$ cat config.mk
export PLATFORM = sky130hd
export DESIGN_NAME = bcc_frame_receiver_unit
export DESIGN_NICKNAME = d
export VERILOG_FILES = /design/src/rtl/bccfr_pkg.sv /design/src/rtl/bccfr_in_stage.sv /design/src/rtl/bccfr_frame_check.sv /design/src/rtl/bccfr_out_stage.sv /design/src/rtl/bcc_frame_receiver_unit.sv
export SDC_FILE = /design/constraint.sdc
export NUM_CORES = 1
export LEC_CHECK = 0
export BUFFER_PORTS_ARGS = -buffer_cell sky130_fd_sc_hd__buf_4
export CORE_MARGIN = 1.5
export CORE_UTILIZATION = 58
export CTS_BUF_LIST = sky130_fd_sc_hd__clkbuf_8 sky130_fd_sc_hd__clkbuf_16
export DETAILED_ROUTE_END_ITERATION = 7
export GPL_TIMING_DRIVEN = 0
export HOLD_SLACK_MARGIN = 0.1
export MAX_ROUTING_LAYER = met4
export PLACE_DENSITY_LB_ADDON = 0.2
export SYNTH_ARGS = -nofsm -noshare
export SYNTH_HDL_FRONTEND = slang
export SYNTH_HIERARCHICAL = 1
export SYNTH_SLANG_ARGS = --single-unit
$ cat constraint.sdc
create_clock -name clk -period 8.22 [get_ports clk]
set_input_delay 1.233 -clock clk [delete_from_list [all_inputs] [get_ports clk]]
set_output_delay 1.233 -clock clk [all_outputs]
set_load 0.1 [all_outputs]
$ cat src/rtl/bccfr_pkg.sv
// Package for the XOR-checked frame receiver: frame geometry, header bytes
// and the result word type. No dependencies.
`timescale 1ns / 1ps

package bccfr_pkg;

  // Frame geometry
  localparam int FRAME_LEN = 11;
  localparam int BYTE_W    = 8;
  localparam int FILL_W    = $clog2(FRAME_LEN + 1);
  localparam int COUNT_W   = 16;

  // Header bytes expected at the start of a frame
  localparam logic [BYTE_W-1:0] HDR0 = 8'h10;
  localparam logic [BYTE_W-1:0] HDR1 = 8'h82;

  // Byte positions inside the window
  localparam int LEFT_HI_POS  = 2;
  localparam int LEFT_LO_POS  = 3;
  localparam int RIGHT_HI_POS = 4;
  localparam int RIGHT_LO_POS = 5;
  localparam int BCC_POS      = FRAME_LEN - 2;

  typedef logic [BYTE_W-1:0] byte_t;

  // Result word, left count in the low bits
  typedef struct packed {
    logic [COUNT_W-1:0] right_count;
    logic [COUNT_W-1:0] left_count;
  } frame_result_t;

  // Handoff from the frame checker to the output register
  typedef struct packed {
    logic          hit;
    frame_result_t result;
  } check_out_t;

endpackage

$ cat src/rtl/bccfr_in_stage.sv
// Input register stage of the frame receiver: holds one received word.
// Depends on bccfr_pkg.
`timescale 1ns / 1ps

module bccfr_in_stage (
  input  logic            clk,
  input  logic            rst_n,
  input  logic            in_tvalid,
  output logic            in_tready,
  input  bccfr_pkg::byte_t in_byte,
  input  logic            take,       // downstream consumes the held word
  output logic            hold_vld,
  output bccfr_pkg::byte_t hold_byte
);

  logic             vld_r, vld_nxt;
  bccfr_pkg::byte_t byte_r;

  // Accept when empty or when the held word leaves this cycle.
  assign in_tready = !vld_r || take;

  always_comb begin
    vld_nxt = vld_r;
    if (in_tready) begin
      vld_nxt = in_tvalid;
    end
  end

  always_ff @(posedge clk) begin
    if (!rst_n) begin
      vld_r <= 1'b0;
    end else begin
      vld_r <= vld_nxt;
    end
  end

  // Payload needs no reset.
  always_ff @(posedge clk) begin
    if (in_tready && in_tvalid) begin
      byte_r <= in_byte;
    end
  end

  assign hold_vld  = vld_r;
  assign hold_byte = byte_r;

endmodule

$ cat src/rtl/bccfr_frame_check.sv
// Sliding byte window with fill count, header compare and XOR check.
// Depends on bccfr_pkg.
`timescale 1ns / 1ps

module bccfr_frame_check (
  input  logic                  clk,
  input  logic                  rst_n,
  input  logic                  step,      // shift the new byte in this cycle
  input  bccfr_pkg::byte_t      new_byte,
  output bccfr_pkg::check_out_t chk
);

  bccfr_pkg::byte_t window_r [bccfr_pkg::FRAME_LEN];
  bccfr_pkg::byte_t win_nxt  [bccfr_pkg::FRAME_LEN];
  logic [bccfr_pkg::FILL_W-1:0] fill_r, fill_nxt;
  logic             full_nxt;
  logic             hdr_ok;
  logic             bcc_ok;
  bccfr_pkg::byte_t bcc_acc;

  // Window as it stands after the new byte: oldest byte at index 0.
  always_comb begin
    for (int i = 0; i < bccfr_pkg::FRAME_LEN - 1; i++) begin
      win_nxt[i] = window_r[i+1];
    end
    win_nxt[bccfr_pkg::FRAME_LEN-1] = new_byte;
  end

  // The window is full once the last free slot is being written.
  assign full_nxt = (fill_r >= bccfr_pkg::FILL_W'(bccfr_pkg::FRAME_LEN - 1));

  // Header compare and block check over the leading bytes.
  always_comb begin
    bcc_acc = '0;
    for (int k = 0; k < bccfr_pkg::BCC_POS; k++) begin
      bcc_acc = bcc_acc ^ win_nxt[k];
    end
  end

  assign hdr_ok = (win_nxt[0] == bccfr_pkg::HDR0) && (win_nxt[1] == bccfr_pkg::HDR1);
  assign bcc_ok = (bcc_acc == win_nxt[bccfr_pkg::BCC_POS]);

  assign chk.hit = full_nxt && hdr_ok && bcc_ok;
  assign chk.result.left_count  = {win_nxt[bccfr_pkg::LEFT_HI_POS],
                                   win_nxt[bccfr_pkg::LEFT_LO_POS]};
  assign chk.result.right_count = {win_nxt[bccfr_pkg::RIGHT_HI_POS],
                                   win_nxt[bccfr_pkg::RIGHT_LO_POS]};

  // Fill count: empties on an accepted frame, saturates when full.
  always_comb begin
    fill_nxt = fill_r;
    if (step) begin
      if (chk.hit) begin
        fill_nxt = '0;
      end else if (full_nxt) begin
        fill_nxt = bccfr_pkg::FILL_W'(bccfr_pkg::FRAME_LEN);
      end else begin
        fill_nxt = fill_r + 1'b1;
      end
    end
  end

  always_ff @(posedge clk) begin
    if (!rst_n) begin
      fill_r <= '0;
    end else begin
      fill_r <= fill_nxt;
    end
  end

  // Window shift line, no reset; stale bytes are masked by the fill count.
  always_ff @(posedge clk) begin
    if (step) begin
      for (int i = 0; i < bccfr_pkg::FRAME_LEN; i++) begin
        window_r[i] <= win_nxt[i];
      end
    end
  end

endmodule

$ cat src/rtl/bccfr_out_stage.sv
// Output register for decoded encoder counts.
// Depends on bccfr_pkg.
`timescale 1ns / 1ps

module bccfr_out_stage (
  input  logic                     clk,
  input  logic                     rst_n,
  input  logic                     load,
  input  bccfr_pkg::frame_result_t load_data,
  output logic                     free,      // a new result can be loaded
  output logic                     out_tvalid,
  input  logic                     out_tready,
  output bccfr_pkg::frame_result_t out_data
);

  logic                     vld_r, vld_nxt;
  bccfr_pkg::frame_result_t data_r;

  assign free = !vld_r || out_tready;

  always_comb begin
    vld_nxt = vld_r;
    if (free) begin
      vld_nxt = load;
    end
  end

  always_ff @(posedge clk) begin
    if (!rst_n) begin
      vld_r <= 1'b0;
    end else begin
      vld_r <= vld_nxt;
    end
  end

  always_ff @(posedge clk) begin
    if (free && load) begin
      data_r <= load_data;
    end
  end

  assign out_tvalid = vld_r;
  assign out_data   = data_r;

endmodule

$ cat src/rtl/bcc_frame_receiver_unit.sv
// Top level of the XOR-checked frame receiver.
// Depends on bccfr_pkg, bccfr_in_stage, bccfr_frame_check, bccfr_out_stage.
//
//   Channel | Direction | Payload (lowest bits first)
//   in_     | slave     | tdata[7:0] rx_byte
//   out_    | master    | tdata[15:0] left_count, tdata[31:16] right_count
//
// One received word is accepted every cycle unless a held result stalls the
// input; the result for the word that completes a valid frame passes through
// the input register and then the result register around the window check.
// Reset (rst_n low, synchronous) empties the window and both stage registers.
// A held result stalls the input only when the pending word completes
// another frame; other words keep flowing while the result waits.
`timescale 1ns / 1ps

module bcc_frame_receiver_unit (
  input  logic        clk,
  input  logic        rst_n,
  input  logic        in_tvalid,
  output logic        in_tready,
  input  logic [7:0]  in_tdata,   // [7:0] rx_byte
  output logic        out_tvalid,
  input  logic        out_tready,
  output logic [31:0] out_tdata   // [15:0] left_count, [31:16] right_count
);

  logic                     hold_vld;
  bccfr_pkg::byte_t         hold_byte;
  logic                     take;
  logic                     out_free;
  bccfr_pkg::check_out_t    chk;
  bccfr_pkg::frame_result_t out_data;

  // Input register
  bccfr_in_stage u_in (
    .clk       (clk),
    .rst_n     (rst_n),
    .in_tvalid (in_tvalid),
    .in_tready (in_tready),
    .in_byte   (in_tdata),
    .take      (take),
    .hold_vld  (hold_vld),
    .hold_byte (hold_byte)
  );

  // A held word moves on unless it completes a frame with no room for it.
  assign take = hold_vld && (!chk.hit || out_free);

  // Window and frame check
  bccfr_frame_check u_chk (
    .clk      (clk),
    .rst_n    (rst_n),
    .step     (take),
    .new_byte (hold_byte),
    .chk      (chk)
  );

  // Result register
  bccfr_out_stage u_out (
    .clk        (clk),
    .rst_n      (rst_n),
    .load       (take && chk.hit),
    .load_data  (chk.result),
    .free       (out_free),
    .out_tvalid (out_tvalid),
    .out_tready (out_tready),
    .out_data   (out_data)
  );

  assign out_tdata = out_data;

endmodule
# --- Yosys cells after proc, flatten, opt, wreduce, memory -nomap -nowiden ---
# Memories as Yosys holds them, arrays and structs flattened.
# Cells that the tools add are included.
totals:
  ff_bits: 46
  mem_bits_rw: 88
  out_inout_bits: 34
  memories: 1
  in_bits: 12
op_classes:
  add_sub_neg: 1
  n_lt_le_gt_ge: 1
  bitwise_logic: 8
  n_mux: 4
  n_eq_ne: 3
  n_reduce_logical: 13
mem_list:
  columns: ["name", "words", "width", "rd", "rd_clocked_by_memory_dff", "wr", "line_no", "text"]
  rows:
  - ["u_chk.window_r", 11, 8, 10, 0, 11, "bccfr_frame_check.sv:13", "bccfr_pkg::byte_t window_r [bccfr_pkg::FRAME_LEN];"]
op_table:
  columns: ["op", "n"]
  rows:
  - ["8-bit bitwise XOR", 8]
  - ["8-bit by 5-bit == test with 1-bit output, second input constant", 1]
  - ["8-bit == test", 1]
  - ["8-bit == test, second input constant", 1]
  - ["4-bit 2-to-1 mux", 2]
  - ["1-bit logical AND", 7]
  - ["4-bit by 1-bit adder with 4-bit output, second input constant", 1]
  - ["4-bit greater-or-equal comparator, second input constant", 1]
  - ["1-bit logical NOT", 3]
  - ["1-bit logical OR", 3]
  - ["1-bit 2-to-1 mux", 2]

# --- Longest topological paths before layout ---
# Gate-level depths: netlist (run 1).
depth:
  ltp_word: 15
  mapped_depth: 10
  mapped_depth_nobuf: 10

# --- Hierarchy ---
# The synthesis (run 1) kept the hierarchy.
by_module_without_submodules:
  columns: ["module", "area_each_um2", "seq_area_each_um2", "n_inst", "cells_per_inst"]
  rows:
  - ["bccfr_frame_check", 3608.5, 2482.4, 1, 210]
  - ["bccfr_out_stage", 1018.5, 980.9, 1, 37]
  - ["bccfr_in_stage", 297.8, 260.2, 1, 13]
  - ["bcc_frame_receiver_unit", 18.8, 0.0, 1, 3]

# --- Worst setup path before layout (run 1) ---
# No wires, ideal clock.
synth_path:
  kind: "in2out"
  from: "input out_tready"
  to: "output in_tready"
  setup_slack_ps: 540
  required_time_ps: 6987
  stages: 4
  n_path_buf: 0
  arrival_ps: 6447
  cell_sequence: "nand2b_4 inv_1 a21boi_1 nand2b_4"
synth_via:
  elab_chain_cells: 4
synth_lines:
  columns: ["element", "line_no", "text"]
  rows:
  - ["start: declaration", "bcc_frame_receiver_unit.sv:23", "input logic out_tready,"]
  - ["1-bit logical OR", "bccfr_out_stage.sv:19", "assign free = !vld_r || out_tready;"]
  - ["1-bit logical OR", "bcc_frame_receiver_unit.sv:47", "assign take = hold_vld && (!chk.hit || out_free);"]
  - ["1-bit logical AND", "bcc_frame_receiver_unit.sv:47", null]
  - ["net take", "bcc_frame_receiver_unit.sv:29", "logic take;"]
  - ["1-bit logical OR", "bccfr_in_stage.sv:20", "assign in_tready = !vld_r || take;"]
  - ["end: declaration", "bcc_frame_receiver_unit.sv:20", "output logic in_tready,"]
# The timed path passes the listed nets, and every way through them passes these cells.

==> impl_results.md, run 1 <==
- Io pins: between 40 and 50
- Number of cell rows: 33
- Post-route DRC: 0
- PostCTS Resize Cnt: 0
- Port Buf Inserts: between 40 and 50
- Dpl cells: 416
- Leak Pwr: between 2 and 2.5 nW
- CP bufs+invs: 2
- Post-route ant nets: 0
- GRT Overall Usage: 17.8%
- Area Overhead vs Synth: 22.1%
- Clock buffer depth: 2
- Layout cells sized above 1: approximately a third
- Slew HR: approximately 46%
- Worst VDD drop: 172 µV
- Synth warn: 6
- Largest net degree at the start of global routing: 33
- Tmin final: roughly 4600 ps
- Fin nets: approximately 340
- Commonest cells after routing, fill and taps aside: edfxtp_1, buf_4, xnor2_1
- Power Density: between 200 and 300 nW/µm²
- Via count: 2235
- Die height: about 95 µm
- Mapped cell area: 4940 µm²
- Status: finished clean
- CP Cell Sequence: xor2_1, xnor3_1, xnor2_1, nand4_1, nor3_2, a21boi_4, buf_16, nand2b_4, buf_4
- Fmax: around 220 MHz
- Post-DR vias/cell: around 5.0
- Commonest non-fill, non-tap cell in the layout: edfxtp_1
- HP Class: reg -> reg
- GRT Residual Overflow: 0
- DR WL/cell: 15.6 µm
- Max Transition Viols Final: 0
- Die Wd: between 90 and 100 µm
- Max Cap Viol: 0
- Critical Path Fanout Max: 24
- Worst setup EP type: output pin
- CP max-delay cell: a21boi_4
- CP Class: reg -> out
- Post-DP HPWL: ~4300 µm
- RD Place Congestion: ~0.72
- Die footprint: 9090 µm²
- Slew @ Worst Pin: slightly above 800 ps
- Stages on worst setup path: 9
- Sequential area share after synthesis: 75.3%
- CP top delay family: XOR/XNOR gates
- Worst Hold Depth: 0
- H-tree depth: 4
- Startpoint types: register
- DR iter-0 viols: ~140
- Final-report setup violation count: 0
- WL final: about 7000 µm
- Post-route insts no fill: about 450
- Post-route cell area: a little over 6000 µm²
- Post-synthesis register bit count: 126
- Design Power: between 1.5 and 2 mW
- Initial antenna violation count: 0
- Setup TNS: 0 ps
- Cell variety after synth: 29
- Worst-Skew Late Latency: 500 ps
- Final-report hold violation count: 0
- Initial Util: 60.2%
- Post-CTS Setup Inserts: 0
- Synth Instances: roughly 260
- Worst reg2reg path depth: 11
- CTS hold repair buffers: 0
- Drt first pass iters: 4
- WHS: about 420 ps
- Vias in the first global route: between 2000 and 2500
- Final worst path period share: about 56%
- CTS tree: built
- CTS Root Cell: clkbuf_8
- First-pass GRT wire length: about 11000 µm
- Mapped Avg Cell Area: approximately 19 µm²
- RSZ-0062 raised after global routing: no
- Worst clock skew: 10.4 ps
- Ant diodes: 0
- Critical Path AT: about 3400 ps
- Clk slew on worst S/H paths: about 50 ps
- Placed cell area: 5510 µm²
- Num CTS Buffers: 17
- Crit-path max cell delay: roughly 660 ps
- Critical Path RT: around 7000 ps
- Clk sink count: about 130
- Core ar.: 8220 µm²
- FILL cells: roughly 510
- Synth Net Count: between 200 and 300
[metrics by stage]
step	util, %	setup WS [ps]
3_3_place_gp	65.9	-1270
6_report	73.5	3600
2_1_floorplan	-	540
5_1_grt	73.5	3410
3_5_place_dp	67.0	4100
4_1_cts	73.5	3540
[final cells by class]
| class | count | area (µm²) | share of cell area [%] |
|---|---|---|---|
| flip-flops and latches | 126 | 3720 | 61.7 |
| multi-input cells | 100 | 972 | 16.1 |
| repair buffers | 48 | 420 | 6.96 |
| clock buffers | 17 | 414 | 6.86 |
| plain buffers | 32 | 240 | 3.98 |
| well taps | 105 | 131 | 2.18 |
| clock inverters | 15 | 116 | 1.93 |
| inverters | 5 | 18.8 | 0.311 |
[cells by family (layout without fill, tap and decap cells)]
| group | after synthesis | count (layout) | share of synthesized area [%] |
|---|---|---|---|
| flip-flops | 126 | 126 | 75.3 |
| XOR/XNOR | 64 | 64 | 13.7 |
| buffers and inverters | 37 | 117 | 5.24 |
| AND/OR/NAND/NOR | 22 | 22 | 3.29 |
| AO/OA/AOI/OAI | 12 | 12 | 1.92 |
| adder cells (fa/ha/maj) | 2 | 2 | 0.506 |
[path summary, 6_finish.rpt]
check	slack (ps)	endpoint	start
max reg2reg	5060	u_chk/fill_r[0]$_SDFFE_PN0P_	u_chk/window_r[5][6]$_DFFE_PP_
min reg2reg	420	u_chk/window_r[10][2]$_DFFE_PP_	u_in/hold_byte[2]$_DFFE_PP_
min	420	u_chk/window_r[10][2]$_DFFE_PP_	u_in/hold_byte[2]$_DFFE_PP_
max	3600	in_tready	u_chk/window_r[5][6]$_DFFE_PP_
[sequential cells by signal, summed over array words and instances (netlist names)]
name	cells
u_chk/window_r	80
u_out/out_data	32
u_in/hold_byte	8
u_chk/fill_r	4
u_in/hold_vld	1
u_out/out_tvalid	1
[synth_stat cells (all sizes together)]
cell type / instances / area [µm²]
or3: 1 / 11.3
o311ai: 2 / 17.5
nand2: 3 / 11.3
nand2b: 4 / 40.0
nor2b: 1 / 6.26
nor4b: 3 / 26.3
and2: 2 / 17.5
buf: 32 / 240
a41o: 1 / 10.0
dfxtp: 6 / 120
xnor3: 8 / 180
xor2: 9 / 78.8
a21boi: 5 / 45.0
edfxtp: 120 / 3600
o21ai: 1 / 5.00
o31ai: 1 / 7.51
a21oi: 2 / 10.0
and3: 1 / 7.51
inv: 5 / 18.8
nand4: 2 / 12.5
nor4: 1 / 6.26
ha: 2 / 25.0
nor2: 1 / 3.75
nand3: 2 / 10.0
nor3: 1 / 10.0
xnor2: 47 / 419
[report_power, final]
group | internal (mW) | switching, mW | total (mW)
combinational | 0.0686 | 0.0511 | 0.120
sequential | 0.735 | 0.0188 | 0.753
clock | 0.418 | 0.240 | 0.658
total | 1.22 | 0.310 | 1.53
[metal layers]
| metal | part of all wire [%] | routed length (µm) | GRT usage [%] | vias up |
|---|---|---|---|---|
| met5 | 0 | 0 | - | - |
| met4 | 1.7 | 118 | 8.96 | 0 |
| met3 | 4.3 | 299 | 5.50 | 12 |
| met2 | 50 | 3460 | 26.1 | 52 |
| met1 | 44 | 3100 | 22.5 | 1099 |
| li1 | - | - | - | 1072 |
(Power assumes the default switching activity.)
==> run 2: changes to the inputs <==
- clock period: 8.22 -> 4.7 ns (I/O delays scaled with it)
==> impl_results.md, run 2 (synthesized netlist as in run 1, its figures left out) <==
- Status: finished clean
- FILL cells: 503
- Tmin final: 3990 ps
- Post-route DRC: 0
- Slew @ Worst Pin: 814 ps
- Worst setup EP type: output pin
- WL final: 6880 µm
- Max Transition Viols Final: 0
- Max Cap Viol: 0
- Area Overhead vs Synth: 22.1%
- FF+latch area: between 3000 and 4000 µm²
- Post-DP HPWL: about 4200 µm
- CP bufs+invs: 1
- Critical Path Fanout Max: 23
- Ant diodes: 0
- Crit-path max cell delay: 660 ps
- Startpoint types: register
- Worst VDD drop: 261 µV
- CP max-delay cell: a21boi_4
- PostCTS Resize Cnt: 0
- Layout cells sized above 1: about a third
- Critical Path RT: roughly 4000 ps
- CTS hold repair buffers: 0
- Number of flip-flops in the largest register: 80
- CP Class: reg -> out
- Power Density: roughly 440 nW/µm²
- Final worst path period share: 84.8%
- Fmax: roughly 250 MHz
- Post-route cell area: about 6000 µm²
- CP top delay family: XOR/XNOR gates
- Post-CTS Setup Inserts: 0
- Worst clock skew: 7.19 ps
- Logic pwr share: under 10%
- CP Cell Sequence: xor2_1, xnor3_1, xnor2_1, nand4_1, nor3_2, a21boi_4, nand2b_4, buf_4
- Psw: approximately 0.54 mW
- DR WL/cell: about 15 µm
- Die Wd: about 95 µm
- Footprint of the multi-input gates: 972 µm²
- First-pass GRT wire length: 10800 µm
- Number of cell rows: 33
- Clk slew on worst S/H paths: around 50 ps
- Via count: approximately 2200
- Critical Path AT: between 3000 and 4000 ps
- Core ar.: between 8000 and 9000 µm²
- Die height: between 90 and 100 µm
- H-tree depth: 4
- Clock buffer depth: 2
- Fin nets: approximately 340
- Drt first pass iters: 4
- CTS Root Cell: clkbuf_8
- RD Place Congestion: around 0.72
- GRT Residual Overflow: 0
- Final-report setup violation count: 0
- Vias in the first global route: approximately 2200
- Initial antenna violation count: 0
- Largest net degree at the start of global routing: 33
- Commonest cells after routing, fill and taps aside: edfxtp_1, buf_4, xnor2_1
- Sequential Power Share: 49.2%
- Reg with most FFs: u_chk/window_r
- Placed cell area: between 5000 and 6000 µm²
- GRT Overall Usage: between 15 and 20%
- DR iter-0 viols: 96
- Slew HR: 45.6%
- RSZ-0062 raised after global routing: no
- Internal: around 2.1 mW
- Io pins: 46
- HP Class: in -> reg
- Design Power: ~2.7 mW
- Port Buf Inserts: 45
- Commonest non-fill, non-tap cell in the layout: edfxtp_1
- Leak Pwr: around 2.3 nW
- Die footprint: a little over 9000 µm²
- Worst-Skew Late Latency: approximately 510 ps
- Clock Power Share: 43.1%
- Post-DR vias/cell: 5.01
- Num CTS Buffers: 17
- Post-route ant nets: 0
- Clk sink count: 126
- CTS tree: built
- Initial Util: 60.2%
- Final-report hold violation count: 0
- Switching Fraction: between 20% and 30%
==> run 2: cell types whose count changed in the layout (fill, tap and decap cells not counted), sizes merged <==
cell,before,now
inv,11,10
==> run 2: area by class of cell <==
type / count / share of cell area, %
flip-flops and latches: 126 / 61.7
plain buffers: 32 / 3.98
inverters: 5 / 0.311
well taps: 105 / 2.18
clock inverters: 14 / 1.89
multi-input cells: 100 / 16.1
repair buffers: 48 / 6.97
clock buffers: 17 / 6.86
==> run 2: stage by stage <==
step                      cells  TNS [ps]  setup slack [ps]  util [%]  hold WS [ps]
after floorplan             263         0               588         -           400
after global routing        447         0               553      73.4           338
after CTS                   447         0               660      73.4           338
final                       447         0               713      73.4           363
after detailed placement    416         0              1260      67.0           405
after global placement      413      -272              -272      66.0           402
==> run 2: worst paths after layout <==
kind	startpoint	to	slack, ps	cells after the start
hold reg to reg	u_in/hold_byte[7]$_DFFE_PP_	u_chk/window_r[10][7]$_DFFE_PP_	420	0
setup / recovery	u_chk/window_r[5][1]$_DFFE_PP_	in_tready	710	8
hold / removal	in_tdata[0]	u_in/hold_byte[0]$_DFFE_PP_	360	1
setup reg to reg	u_chk/window_r[5][1]$_DFFE_PP_	u_chk/fill_r[0]$_SDFFE_PN0P_	1540	11
==> run 2: metal layers <==
layer / up-vias / track usage, % / routed length (µm)
met3: 18 / 6.22 / 315
met5: - / - / 0
li1: 1069 / - / -
met4: 0 / 9.70 / 152
met1: 1087 / 21.1 / 3100
met2: 67 / 26.2 / 3310
==> run 2: power by group through the flow <==
stage	sequential [mW]	clock [mW]	combinational (mW)
final	1.32	1.15	0.206
after global routing	1.32	1.22	0.221
after CTS	1.32	1.18	0.209
after detailed placement	1.34	0	0.205
after global placement	1.34	0	0.193
after floorplan	1.33	0	0.161
==> run 3: changes to the inputs <==
- ABC_AREA: default -> 1
- CORE_UTILIZATION: 58 -> 54
- clock period: 4.7 -> 3.35 ns (I/O delays scaled with it)
==> impl_results.md, run 3 <==
- Post-route ant nets: 0
- Hold Startpoint: in_tdata[7]
- Fin nets: 608
- Primary FF master, synth: edfxtp_1
- First-pass GRT wire length: roughly 15000 µm
- Clk slew on worst S/H paths: about 60 ps
- Vias in the first global route: about 3500
- R2R Setup Slk: about 460 ps
- Reg with most FFs: u_chk/window_r
- Clock Power Share: approximately 44%
- Initial antenna violation count: 0
- Synth Net Count: 529
- Post-synth top area cell: edfxtp_1
- WHS: 162 ps
- CP Class: reg -> out
- Post-route DRC: 0
- Drt first pass iters: 4
- Sequential area share after synthesis: between 60% and 70%
- Worst Hold Depth: 1
- Cell variety after synth: 24
- Top-area cell type share of the netlist area: between 60% and 70%
- Commonest cells after routing, fill and taps aside: nand2_1, edfxtp_1, buf_4
- Critical Path RT: 2850 ps
- Post-synthesis async set-or-reset flop share: 0%
- Post-DR vias/cell: about 4.8
- Tmin final: approximately 3200 ps
- Post-synthesis register bit count: between 100 and 150
- Area Overhead vs Synth: 23.2%
- Num CTS Buffers: 17
- Max Transition Viols Final: 0
- CTS tree: built
- Number of flip-flops in the largest register: 80
- Most common cell in the netlist: nand2_1
- DR iter-0 viols: around 170
- Placed cell area: 6250 µm²
- Number of flops mapped to enable cells by yosys: 120
- Leak Pwr: 3.08 nW
- Post-DP HPWL: around 6100 µm
- Startpoint types: register
- Worst clock skew: between 9 and 10 ps
- Slew HR: 57.7%
- Synth Instances: about 520
- RD Place Congestion: between 0.7 and 0.8
- Layout cells sized above 1: between 20% and 30%
- Final-report setup violation count: 0
- Synth top area cells: edfxtp_1, nand2_1, inv_1
- Design Power: between 3 and 4 mW
- Max Cap Viol: 0
- Internal: 2.97 mW
- Hold EP: u_in/hold_byte[7]$_DFFE_PP_
- Port Buf Inserts: 45
- Worst R2R End: u_out/out_data[28]$_DFFE_PP_
- Fmax: 315 MHz
- HP Class: in -> reg
- H-tree depth: 4
- Power Density: between 500 and 600 nW/µm²
- Worst reg2reg path depth: 19
- Commonest non-fill, non-tap cell in the layout: nand2_1
- Critical Path Fanout Max: 5
- Final-report hold violation count: 0
- Mapped Avg Cell Area: 10.9 µm²
- GRT Residual Overflow: 0
- CTS Root Cell: clkbuf_8
- Clock buffer depth: 2
- Mapped cell area: between 5000 and 6000 µm²
- Initial Util: between 50% and 60%
- Slew @ Worst Pin: 633 ps
- Worst-Skew Late Latency: between 500 and 600 ps
- Post-synth top cells: nand2_1, edfxtp_1, inv_1, nand3_1, buf_4
- Ant diodes: 0
- Sequential Power Share: a little under 50%
- Die footprint: approximately 11000 µm²
- Worst r2r src: u_chk/window_r[1][0]$_DFFE_PP_
- Logic pwr share: 8.2%
- GRT Overall Usage: a little under a fifth
- Die Wd: about 100 µm
- Worst setup EP type: output pin
- DR WL/cell: 12.6 µm
- Number of cell rows: 37
- Synth warn: 6
- Clk sink count: 126
- WL final: roughly 9400 µm
- Switching Fraction: a little under a quarter
- Largest net degree at the start of global routing: 32
- Core ar.: ~10000 µm²
- Via count: roughly 3500
- Die height: between 100 and 150 µm
- Worst VDD drop: approximately 300 µV
- Psw: around 0.87 mW
- Critical Path AT: ~2700 ps
- Io pins: 46
- Post-route cell area: 6900 µm²
- Status: finished clean
- Final worst path period share: a little over nine tenths
==> run 3: cell count changes in the layout (fill, tap and decap cells not counted), moves of 4 or more <==
cell,previous run,this run
xnor2_1,46,17
inv_1,10,75
nor2_2,0,4
xnor3_1,8,0
nand2_1,3,154
nor2_1,1,16
buf_4,77,87
nand2_2,0,8
nand3_1,2,39
nand3b_1,0,6
inv_2,0,10
==> run 3: worst max path at each step <==
stage,start,end,slack (ps)
after floorplan,u_chk/window_r[6][2]$_DFFE_PP_,in_tready,-350
after global placement,u_chk/window_r[4][4]$_DFFE_PP_,in_tready,-1300
after detailed placement,u_chk/window_r[5][5]$_DFFE_PP_,in_tready,220
after CTS,u_chk/window_r[5][5]$_DFFE_PP_,in_tready,30
after global routing,u_chk/window_r[1][0]$_DFFE_PP_,in_tready,-30
final,u_chk/window_r[1][0]$_DFFE_PP_,in_tready,170
==> run 3: critical path: stages, from the launching register on <==
cell	delay, ps
edfxtp_1	470
buf_4	180
nand2_1	70
nand2_1	70
nand2_1	90
nand2_1	50
nand2_1	50
nand2_1	40
nand2_1	70
nand3_1	80
nor2_1	100
nand2_1	70
nor2_2	110
nand2_2	100
inv_2	100
a21oi_4	70
clkbuf_16	150
inv_4	80
nand2_8	60
buf_12	170
==> run 3: stage by stage <==
step | util, % | setup WS (ps) | cells | setup TNS [ps]
detailed placement | 61.4 | 225 | 700 | 0
global route | 67.8 | -29.9 | 743 | -29.9
finish | 67.8 | 173 | 743 | 0
floorplan | - | -352 | 515 | -2960
global placement | 60.4 | -1300 | 696 | -64680
CTS | 66.9 | 28.9 | 733 | 0
==> run 3: routing by layer <==
layer	GRT usage [%]	wire length (µm)
met3	4.68	395
met4	8.41	204
met5	-	0
met2	30.1	4640
met1	21.5	4130
==> run 3: logic make-up (layout without fill, tap and decap cells) <==
group	after synthesis	count (layout)	share of synthesized area, %
buffers and inverters	118	210	10.0
and+or+nand+nor	232	232	17.6
adders and majority gates	2	2	0.447
xor gates and xnor gates	25	25	3.91
DFF	126	126	66.5
AOI/OAI and AO/OA	12	12	1.59
==> run 3: final cells by class <==
| cell class | instances | area [µm²] |
|---|---|---|
| timing repair buffer | 60 | 526 |
| inverter | 86 | 325 |
| clock inverter | 15 | 130 |
| multi-input combinational | 271 | 1370 |
| clock buffer | 17 | 414 |
| buffer | 32 | 240 |
| sequential | 126 | 3720 |
| tap | 136 | 170 |
| fill | 762 | 3280 |
==> run 3: repair_timing <==
item,CTS,global route
hold buffers,0,0
gates resized for setup,1,7
cloned,0,0
endpoints found under the setup margin,1,1
pin swaps,1,0
buffers inserted,1,10
==> run 3: power by group through the flow <==
stage                     sequential, mW  clock (mW)  combinational, mW
after floorplan                     1.88           0              0.231
after global placement              1.89           0              0.272
after detailed placement            1.89           0              0.298
after CTS                           1.86        1.71              0.306
after global routing                1.87        1.77              0.356
final                               1.86        1.67              0.314
